## src/rtl/nfb_pkg.sv

```systemverilog
// Shared types and constants for the notch filter biquad unit.
package nfb_pkg;

  typedef enum logic [3:0] {
    ST_IDLE,
    ST_WMUL,
    ST_PROD,
    ST_SUMS,
    ST_DIV,
    ST_MAC,
    ST_SAT,
    ST_OUT
  } state_e;

  typedef enum logic [1:0] {
    REG_OMEGA = 2'd0,
    REG_PERIOD = 2'd1,
    REG_DNUM = 2'd2,
    REG_DDEN = 2'd3
  } reg_idx_e;

  // Controller to datapath commands.
  typedef struct packed {
    logic load;      // capture input word
    logic fill;      // restart: refill history
    logic wmul;      // form w = omega * T
    logic prod;      // one partial product of w*w, w*bd, w*bn
    logic sums;      // form numerators and den
    logic div_start; // start coefficient divider
    logic div_step;  // one divider step
    logic mac;       // one multiply-accumulate step
    logic sat;       // round and saturate
    logic commit;    // shift history (input word and result)
  } cmd_t;

  typedef struct packed {
    logic prod_done;
    logic div_done;
    logic mac_done;
  } sts_t;

endpackage

```

## src/rtl/nfb_ctrl.sv

```systemverilog
// Controller state machine of the notch filter biquad unit.
module nfb_ctrl (
  input  logic          clk_i,
  input  logic          rst_ni,
  input  logic          in_valid_i,
  input  logic          in_restart_i,
  output logic          in_stall_o,
  input  logic          out_free_i,
  input  nfb_pkg::sts_t sts_i,
  output nfb_pkg::cmd_t cmd_o
);
  import nfb_pkg::*;

  state_e state_q, state_d;

  always_ff @(posedge clk_i or negedge rst_ni) begin
    if (!rst_ni) begin
      state_q <= ST_IDLE;
    end else begin
      state_q <= state_d;
    end
  end

  always_comb begin
    state_d = state_q;
    case (state_q)
      ST_IDLE: begin
        if (in_valid_i) begin
          state_d = in_restart_i ? ST_WMUL : ST_MAC;
        end
      end
      ST_WMUL: state_d = ST_PROD;
      ST_PROD: if (sts_i.prod_done) state_d = ST_SUMS;
      ST_SUMS: state_d = ST_DIV;
      ST_DIV:  if (sts_i.div_done) state_d = ST_MAC;
      ST_MAC:  if (sts_i.mac_done) state_d = ST_SAT;
      ST_SAT:  state_d = ST_OUT;
      ST_OUT:  if (out_free_i) state_d = ST_IDLE;
      default: state_d = ST_IDLE;
    endcase
  end

  always_comb begin
    cmd_o = '0;
    in_stall_o = (state_q != ST_IDLE);
    case (state_q)
      ST_IDLE: begin
        cmd_o.load = in_valid_i;
        cmd_o.fill = in_valid_i & in_restart_i;
      end
      ST_WMUL: cmd_o.wmul = 1'b1;
      ST_PROD: cmd_o.prod = 1'b1;
      ST_SUMS: begin
        cmd_o.sums = 1'b1;
        cmd_o.div_start = 1'b1;
      end
      ST_DIV:  cmd_o.div_step = 1'b1;
      ST_MAC:  cmd_o.mac = 1'b1;
      ST_SAT:  cmd_o.sat = 1'b1;
      ST_OUT:  cmd_o.commit = out_free_i;
      default: ;
    endcase
  end

  assert property (@(posedge clk_i) disable iff (!rst_ni)
    cmd_o.load |=> (state_q != ST_IDLE))
    else $error("load did not leave idle");
  assert property (@(posedge clk_i) disable iff (!rst_ni)
    (state_q == ST_SAT) |=> (state_q == ST_OUT))
    else $error("saturate not followed by output");
  assert property (@(posedge clk_i) disable iff (!rst_ni)
    $onehot0({cmd_o.wmul, cmd_o.prod, cmd_o.mac, cmd_o.sat, cmd_o.commit}))
    else $error("datapath commands overlap");
endmodule

```

## config.mk

```make
export PLATFORM = sky130hd
export DESIGN_NAME = nfb_ctrl
export DESIGN_NICKNAME = d
export VERILOG_FILES = /design/src/rtl/nfb_pkg.sv /design/src/rtl/nfb_ctrl.sv
export SDC_FILE = /design/constraint.sdc
export NUM_CORES = 1
export LEC_CHECK = 0
export ABC_AREA = 0
export BUFFER_PORTS_ARGS = -buffer_cell sky130_fd_sc_hd__buf_2
export CORE_AREA = 2 2 39 41
export CTS_CLUSTER_DIAMETER = 40
export CTS_CLUSTER_SIZE = 30
export DETAILED_ROUTE_END_ITERATION = 8
export DIE_AREA = 0 0 41 43
export GPL_TIMING_DRIVEN = 0
export PLACE_DENSITY = 0.58
export SLEW_MARGIN = 10
export SYNTH_ARGS = -nofsm -noshare
export SYNTH_HDL_FRONTEND = slang
export SYNTH_SLANG_ARGS = --single-unit
```

## constraint.sdc

```tcl
create_clock -name clk_i -period 1.2 [get_ports clk_i]
set_clock_uncertainty 0.05 [all_clocks]
set_input_delay 0.06 -clock clk_i [delete_from_list [all_inputs] [get_ports clk_i]]
set_output_delay 0.06 -clock clk_i [all_outputs]
set_load 0.005 [all_outputs]
```

==> impl_metrics.py, run 1 <==
metrics = {
    "outcome": {
        "status": "finished, violations left",
        "violations": "negative setup slack",
    },
    "pwr": {
        "powerDensity_nw_per_um2": 2380,
        "p_comb_frac": 0.687,
        "p_leak_nw": 0.285,
        "ir_drop_mv": 0.634,
        "p_clk_frac": 0.139,
        "p_sw_frac": 0.396,
        "power.internal_uw": 790,
        "p_sw_uw": 517,
        "p_seq_frac": 0.174,
    },
    "cells_and_area": {
        "antenna_cells": 0,
        "final_cell_mix": "18 x buf_2, 6 x buf_6, 6 x buf_4, 4 x a21oi_1",
        "top_regs": "state_q (3)",
        "largest_reg_flops": 3,
        "final_common_cell": "buf_2",
        "num-nets-final": 76,
        "top_register": "state_q",
        "area_growth_pct": 99.1,
        "drive_above_1_share": 0.627,
    },
    "timing": {
        "min_period_ns": 1.26,
        "maxSlewViolCount": 0,
        "finalHoldViolations": 0,
        "finalCritPeriodShare": 1.05,
        "worst-slew-pin-transition_ns": 0.196,
        "fmax_mhz": 796,
        "max-slew-margin-rel": 0.869,
        "setup_viol": 7,
        "rsz0062_at_grt": "true",
        "fin_hold_ws_ns": 0.0947,
        "setup_ws_ns": -0.0567,
    },
    "die": {
        "design.die.area_sq_um": 1760,
        "die_x_microns": 41,
        "ios": 19,
        "core_region_area_sq_um": 1380,
        "initial_core_util": 0.199,
        "die_y_microns": 43,
        "fp-row-count": 14,
    },
    "flow_run": {
        "drv_cap": 0,
    },
    "global_routing": {
        "grt_pass1_wl_microns": 1460,
        "antenna_found_initial": 0,
        "grt_overflow": 0,
        "grt_max_degree": 9,
        "grt_pass1_vias": 368,
        "grt_util_all_layers": 0.129,
    },
    "synthesis": {
        "synth.avg_cell_area_sq_um": 7.44,
        "synth_top_area_cell": "dfrtp_1",
        "synth_compound_area_frac": 0.186,
        "postSynthCellCount": 37,
        "synth_seq_cells": 3,
        "ys_types": 20,
        "synth_top_family_by_area": "simple AND/OR/NAND/NOR gates",
        "ys_seq_area_frac": 0.273,
        "synth_fa_ha_area_frac": 0,
        "syn_area_sq_um": 275,
        "synthMuxAreaShare": 0.0364,
        "syn-num-nets": 45,
        "ys_warn_count": 0,
        "netlist.area_leader.share": 0.273,
        "synth_area_leaders": "dfrtp_1 27%, nor3b_1 8.2%, a21oi_1 7.3%",
        "synth_simple_gate_area_frac": 0.368,
        "synthXorXnorAreaFrac": 0,
    },
    "worst_setup_path": {
        "slowest_stage": "dfrtp_1",
        "arrival_ns": 1.15,
        "critPathRequiredTime_ns": 1.09,
        "end_kind": "output port",
        "critPathMaxStageDelay_ns": 0.41,
        "crit_type": "reg2out",
        "cp-start-kind": "register",
        "critPathLaunch": "state_q[1]",
        "crit_fanout": 8,
        "crit_chain": "buf_6 -> nand2_4 -> nor2_4 -> buf_4 -> buf_2",
        "r2r_start": "state_q[2]",
    },
    "detailed_routing": {
        "remaining_drc_errors": 0,
        "routed_wl_microns": 896,
        "vias_per_cell": 4.47,
        "num_vias": 371,
        "avgRoutedWirePerCell_microns": 10.8,
        "first_pass_iters": 1,
        "antenna_left": 0,
        "drt_first_iter_violations": 0,
    },
    "placement": {
        "post-place-ws_ns": 0.00984,
        "port_buffers": 18,
        "place.gp.congestion": 0.661,
        "dp_hpwl_microns": 505,
    },
    "clock_network": {
        "cts_root_buffer": "clkbuf_4",
        "clockBufferDepth": 2,
        "cts.clk_slew.worst_paths_ns": 0.04,
        "clock_latency_ns": 0.24,
        "cts_tree": "done",
        "cts_max_level": 1,
        "numClockSinks": 3,
        "cts_buffers": 3,
    },
    "hold_path": {
        "hp-class": "in2async",
    },
}
-- metal layers --
| metal | GRT usage | vias to the layer above | share of wire |
|---|---|---|---|
| met4 | 0.0800 | 0 | 0.018 |
| met2 | 0.188 | 9 | 0.53 |
| met3 | 0.0628 | 2 | 0.050 |
| met5 | 0 | - | 0 |
| li1 | - | 187 | - |
| met1 | 0.143 | 173 | 0.40 |
-- what timing repair did --
action                                 CTS  global route
endpoints found under the hold margin    3             0
setup buffers                            8             0
resized for setup                       16             4
hold buffers                             1             0
setup endpoints to repair               11            13
gates cloned                             1             0
pin swaps                                4             2
-- final timing paths --
check	cells after the start	endpoint	slack, ns
max in group asynchronous	2	state_q[2]	0.88
worst max register to register	3	state_q[0]	0
min in group clk_i	3	state_q[0]	0.11
worst min register to register	2	state_q[0]	0.65
worst max-delay path	5	cmd_o[5]	-0.06
worst min-delay path	2	state_q[0]	0.09
-- synth_stat cells --
cell      count
mux2i_1       1
buf_4         2
nor3_1        1
a211oi_1      1
and2_1        1
dfrtp_1       3
and3b_1       2
o21ai_0       1
nor2b_1       1
nor2_1        5
nand2_1       2
a211o_1       1
and3_1        1
buf_2         3
nand3_1       1
a32o_1        1
nand2b_1      1
nor3b_1       3
inv_1         2
a21oi_1       4
-- critical path: cells and delay by family (launching register included) --
kind | cells | cell delay, ns
flip-flops | 1 | 0.41
AND/OR/NAND/NOR | 2 | 0.11
buffers and inverters | 3 | 0.38
-- area by class of cell --
class                   instances  area [sq um]
well taps                      16          20.0
inverters                       2          7.51
fillers                       144           836
multi-input cells              27           205
clock buffers                   4          26.3
repair buffers                 27           171
flip-flops and latches          3          76.3
plain buffers                   4          41.3
-- kinds of logic after synthesis --
logic type,after synthesis
AND/OR/NAND/NOR,18
AO/OA/AOI/OAI,8
buffers and inverters,7
flip-flops,3
multiplexers,1
-- power groups by stage --
| stage | logic [mW] | clock network (mW) | registers, mW |
|---|---|---|---|
| after global routing | 0.981 | 0.201 | 0.240 |
| after CTS | 0.850 | 0.190 | 0.223 |
| after floorplan | 0.386 | 0 | 0.183 |
| final | 0.898 | 0.182 | 0.227 |
| after global placement | 0.540 | 0 | 0.193 |
| after detailed placement | 0.547 | 0 | 0.193 |
-- through the flow --
step / TNS (ns) / area (sq um) / std cells / power, mW / util
after detailed placement: 0 / 385 / 71 / 0.739 / 0.278
after global routing: -0.972 / 548 / 83 / 1.42 / 0.396
after global placement: 0 / 385 / 71 / 0.733 / 0.278
after CTS: -0.259 / 532 / 83 / 1.26 / 0.384
final: -0.193 / 548 / 83 / 1.31 / 0.396
after floorplan: 0 / 275 / 37 / 0.569 / -
No activity file was read; power rests on OpenSTA's default activity.
==> run 2: changes to the inputs <==
Settings changed: ABC_AREA 0 to 1, PLACE_DENSITY 0.58 to not set, PLACE_DENSITY_LB_ADDON set to 0.2.
==> run 2 against run 1 <==
Net effect: the run still ends with negative setup slack left; non-clock buffer count unchanged; largest power group unchanged; register-to-register slack lost 0.05 ns; die area stayed put.
==> impl_metrics.py, run 2 <==
metrics = {
    "pwr": {
        "powerDensity_nw_per_um2": 2680,
        "p_leak_nw": 0.388,
        "ir_drop_mv": 1.12,
        "report.power.total_mw": 2.01,
    },
    "clock_network": {
        "numClockSinks": 3,
        "cts_root_buffer": "clkbuf_4",
        "cts_tree": "done",
        "cts_max_level": 1,
        "clock_latency_ns": 0.23,
        "cts.clk_slew.worst_paths_ns": 0.04,
        "cts_buffers": 3,
        "clockBufferDepth": 2,
    },
    "synthesis": {
        "synth.avg_cell_area_sq_um": 7.29,
        "ys_top_cells_by_count": "8 x inv_1, 6 x nand2_1, 6 x nor2_1",
        "syn-num-nets": 65,
        "synth_top_area_cell": "dfrtp_1",
        "ys_warn_count": 0,
        "synth_seq_cells": 3,
        "synth_top_family_by_area": "simple AND/OR/NAND/NOR gates",
        "synth_edf_count": 0,
        "synthMuxAreaShare": 0,
        "netlist.area_leader.share": 0.181,
        "syn_area_sq_um": 415,
        "ys_types": 20,
        "postSynthCellCount": 57,
        "synthXorXnorAreaFrac": 0,
        "synth_fa_ha_area_frac": 0,
        "synth.most_common_cell": "inv_1",
        "ys_async_sr_fraction": 1.00,
        "ys_seq_area_frac": 0.181,
        "ys.flop_type": "dfrtp_1",
        "synth_area_leaders": "dfrtp_1 18%, nand3_2 12%, buf_6 8.1%",
        "synth_compound_area_frac": 0.0723,
        "synth_simple_gate_area_frac": 0.518,
    },
    "outcome": {
        "status": "finished, violations left",
        "violations": "negative setup slack",
    },
    "placement": {
        "place.gp.congestion": 0.757,
        "port_buffers": 18,
        "dp_hpwl_microns": 707,
        "placed_area_sq_um": 526,
        "place_inst": 91,
    },
    "global_routing": {
        "grt_pass1_vias": 399,
        "grt_pass1_wl_microns": 1500,
        "grt_overflow": 0,
        "antenna_found_initial": 0,
        "grt_util_all_layers": 0.123,
        "grt_max_degree": 9,
    },
    "die": {
        "ios": 19,
        "design.die.area_sq_um": 1760,
        "initial_core_util": 0.300,
        "die_x_microns": 41,
        "die_y_microns": 43,
        "fp-row-count": 14,
        "core_region_area_sq_um": 1380,
    },
    "cells_and_area": {
        "final_common_cell": "buf_2",
        "area_growth_pct": 80.7,
        "area.sequential_sq_um": 75.1,
        "top_regs": "state_q (3)",
        "layout.cells.non_filler": 104,
        "fin_area_sq_um": 751,
        "drive_above_1_share": 0.682,
        "num-nets-final": 97,
        "fillers": 130,
        "largest_reg_flops": 3,
        "post-route-util": 0.542,
        "multi_input_comb_area_sq_um": 317,
        "final_cell_mix": "15 x buf_2, 13 x buf_6, 6 x inv_1, 6 x nor2_1, 5 x nand2_1",
        "antenna_cells": 0,
        "top_register": "state_q",
    },
    "timing": {
        "setup_ws_ns": -0.0591,
        "setup_viol": 10,
        "min_period_ns": 1.26,
        "finalCritPeriodShare": 1.05,
        "fmax_mhz": 794,
        "fin_hold_ws_ns": 0.0959,
        "maxSlewViolCount": 0,
        "finalHoldViolations": 0,
        "rsz0062_at_grt": "true",
        "max-slew-margin-rel": 0.877,
        "worst-slew-pin-transition_ns": 0.184,
    },
    "detailed_routing": {
        "num_vias": 460,
        "remaining_drc_errors": 0,
        "antenna_left": 0,
        "drt_first_iter_violations": 4,
        "vias_per_cell": 4.42,
        "avgRoutedWirePerCell_microns": 9.86,
        "first_pass_iters": 3,
        "routed_wl_microns": 1030,
    },
    "worst_setup_path": {
        "critPathMaxStageDelay_ns": 0.37,
        "crit_top_cell": "buf_6",
        "critPathRequiredTime_ns": 1.09,
        "crit_chain": "buf_6 -> nor3_4 -> buf_4 -> buf_6",
        "end_kind": "output port",
        "cp-start-kind": "register",
        "cp_top_family": "buffers and inverters",
        "crit_type": "reg2out",
        "crit_fanout": 8,
        "slowest_stage": "dfrtp_1",
        "path_buf_inv": 3,
        "arrival_ns": 1.15,
    },
    "flow_run": {
        "drv_cap": 0,
    },
    "hold_path": {
        "hp-class": "in2async",
    },
}
==> run 2: per-layer routing <==
layer,share of wire,track usage
met5,0,0
met4,0.014,0
met3,0.051,0.0628
met2,0.56,0.206
met1,0.38,0.143
==> run 2: worst paths after layout <==
| check | startpoint | to | slack (ns) | depth (start not counted) |
|---|---|---|---|---|
| worst max-delay path | state_q[2] | cmd_o[5] | -0.06 | 4 |
| worst min-delay path | rst_ni | state_q[1] | 0.1 | 2 |
| worst max register to register | state_q[0] | state_q[2] | -0.05 | 8 |
| worst min register to register | state_q[0] | state_q[0] | 0.64 | 4 |
| max in group asynchronous | rst_ni | state_q[2] | 0.90 | 2 |
| min in group clk_i | sts_i[0] | state_q[0] | 0.13 | 4 |
==> run 2: cell families after synthesis <==
family          Yosys count
simple gates             33
flops                     3
buf+inv                  17
compound gates            4
==> run 2: power breakdown <==
part	leakage [nW]	total, mW	internal (mW)	switching, mW
clock	0.0150	0.177	0.125	0.0520
sequential	0.0356	0.181	0.159	0.0218
combinational	0.337	1.66	0.786	0.872
total	0.388	2.01	1.07	0.946
==> run 2: area by class of cell <==
type / count / share of cell area
inverters: 13 / 0.0883
plain buffers: 4 / 0.0550
clock buffers: 4 / 0.0350
repair buffers: 27 / 0.273
well taps: 16 / 0.0267
flip-flops and latches: 3 / 0.100
multi-input cells: 37 / 0.422
==> run 2: through the flow <==
stage | setup TNS (ns) | worst slack (ns)
after floorplan | 0 | 0.0999
after global placement | 0 | 0.0275
after detailed placement | 0 | 0.0228
after CTS | -0.646 | -0.125
after global routing | -1.10 | -0.138
final | -0.330 | -0.0591
==> run 2: what timing repair did <==
action	4_1_cts	5_1_grt
hold buffers	1	0
endpoints found under the hold margin	3	0
setup buffers	5	3
pin swaps	5	10
resized for setup	6	24
setup endpoints to repair	6	14
==> run 3: changes to the inputs <==
Settings changed: CTS_BUF_LIST set to sky130_fd_sc_hd__clkbuf_4 sky130_fd_sc_hd__clkbuf_8 sky130_fd_sc_hd__clkbuf_16, PLACE_DENSITY_LB_ADDON 0.2 to not set.
==> run 3 against run 2 <==
Net effect: the flow still finishes with violations (negative setup slack); total power shrank 0.20%; sequential share of layout area up 0.26 points; final area decreased by 2.5%.
==> impl_metrics.py, run 3 (synthesis results as in run 2) <==
metrics = {
    "worst_setup_path": {
        "r2r_start": "state_q[1]",
        "arrival_ns": 1.18,
        "cp-start-kind": "register",
        "r2r-end": "state_q[0]",
        "end_kind": "output port",
        "crit_fanout": 7,
        "crit_type": "reg2out",
        "r2r_cells": 8,
        "reg2reg_setup_slack_ns": -0.06,
        "critPathRequiredTime_ns": 1.09,
    },
    "cells_and_area": {
        "final_common_cell": "buf_2",
        "final_cell_mix": "16 x buf_2, 9 x buf_6, 7 x inv_1, 7 x buf_4, 5 x nand2_1",
        "drive_above_1_share": 0.689,
        "top_regs": "state_q (3)",
        "area_growth_pct": 76.2,
        "largest_reg_flops": 3,
        "area.sequential_sq_um": 75.1,
        "top_register": "state_q",
        "fin_area_sq_um": 732,
        "num-nets-final": 99,
        "fillers": 137,
        "multi_input_comb_area_sq_um": 299,
        "antenna_cells": 0,
    },
    "global_routing": {
        "grt_overflow": 0,
        "grt_pass1_wl_microns": 1560,
        "grt_pass1_vias": 400,
        "antenna_found_initial": 0,
        "grt_util_all_layers": 0.127,
        "grt_max_degree": 8,
    },
    "hold_path": {
        "hp-class": "in2async",
    },
    "clock_network": {
        "cts_root_buffer": "clkbuf_4",
        "clockBufferDepth": 2,
        "cts_buffers": 3,
        "clock_latency_ns": 0.23,
        "numClockSinks": 3,
        "cts_max_level": 1,
        "cts.clk_slew.worst_paths_ns": 0.04,
        "cts_tree": "done",
    },
    "timing": {
        "maxSlewViolCount": 0,
        "setup_viol": 8,
        "finalCritPeriodShare": 1.08,
        "max-slew-margin-rel": 0.891,
        "fmax_mhz": 773,
        "worst-slew-pin-transition_ns": 0.163,
        "finalHoldViolations": 0,
        "min_period_ns": 1.29,
        "rsz0062_at_grt": "true",
        "setup_ws_ns": -0.0937,
    },
    "detailed_routing": {
        "num_vias": 469,
        "drt_first_iter_violations": 4,
        "routed_wl_microns": 1090,
        "avgRoutedWirePerCell_microns": 10.2,
        "remaining_drc_errors": 0,
        "vias_per_cell": 4.42,
        "antenna_left": 0,
        "first_pass_iters": 2,
    },
    "placement": {
        "placed_area_sq_um": 526,
        "place.gp.congestion": 0.732,
        "post-place-ws_ns": 0.0195,
        "dp_hpwl_microns": 700,
        "port_buffers": 18,
    },
    "die": {
        "die_y_microns": 43,
        "design.die.area_sq_um": 1760,
        "initial_core_util": 0.300,
        "core_region_area_sq_um": 1380,
        "ios": 19,
        "die_x_microns": 41,
        "fp-row-count": 14,
    },
    "outcome": {
        "status": "finished, violations left",
        "violations": "negative setup slack",
    },
    "pwr": {
        "ir_drop_mv": 1.00,
        "report.power.total_mw": 2.01,
        "powerDensity_nw_per_um2": 2750,
        "p_leak_nw": 0.389,
    },
    "flow_run": {
        "drv_cap": 0,
    },
}
==> run 3: cell count changes in the layout (fill, tap and decap cells not counted), sizes merged <==
| cell | delta |
|---|---|
| buf | +2 |
| clkinv | -1 |
| inv | +1 |
==> run 3: critical path: stages (launching register included) <==
cell and delay (ns):
dfrtp_1 0.36, buf_6 0.15, nor2_8 0.12, nand2_2 0.08, nor3_2 0.10, buf_2 0.13
==> run 3: repair_timing <==
item / CTS / global route
pin swaps: 3 / 6
setup endpoints to repair: 6 / 14
gates cloned: 0 / 0
resized for setup: 12 / 10
setup buffers: 9 / 1
endpoints found under the hold margin: 3 / 0
hold buffers: 1 / 0
==> run 3: layout make-up <==
| type | count | area share |
|---|---|---|
| Buffer | 4 | 0.0564 |
| Timing Repair Buffer | 29 | 0.277 |
| Inverter | 13 | 0.0872 |
| Multi-Input combinational cell | 37 | 0.409 |
| Clock buffer | 4 | 0.0410 |
| Tap cell | 16 | 0.0274 |
| Sequential cell | 3 | 0.103 |
==> run 3: power breakdown <==
group | internal, mW | switching, mW
clock | 0.147 | 0.0521
sequential | 0.159 | 0.0213
combinational | 0.784 | 0.848
==> run 3: per-stage QoR <==
stage | cells | util | setup TNS (ns) | hold WS, ns
floorplan | 57 | - | 0 | -0.286
global placement | 91 | 0.380 | 0 | -0.195
CTS | 105 | 0.492 | -0.365 | 0.0991
global route | 106 | 0.529 | -1.14 | 0.124
finish | 106 | 0.529 | -0.442 | 0.110
detailed placement | 91 | 0.380 | 0 | -0.193
==> run 3: per-layer routing <==
metal	track usage	wire length, microns	share of wire	vias up
li1	-	-	-	248
met2	0.234	629	0.58	11
met3	0	42	0.039	0
met5	0	0	0	-
met1	0.146	413	0.38	210
met4	0.0400	0	0	0
==> run 3: worst max-delay path by stage <==
stage               slack, ns         end  cells after the start  startpoint
global placement         0.02  state_q[2]                      7  state_q[0]
detailed placement       0.02  state_q[0]                      7  state_q[1]
finish                  -0.09    cmd_o[8]                      5  state_q[1]
global route            -0.13    cmd_o[8]                      5  state_q[1]
floorplan                 0.1  state_q[2]                      7  state_q[0]
CTS                     -0.06    cmd_o[8]                      5  state_q[1]
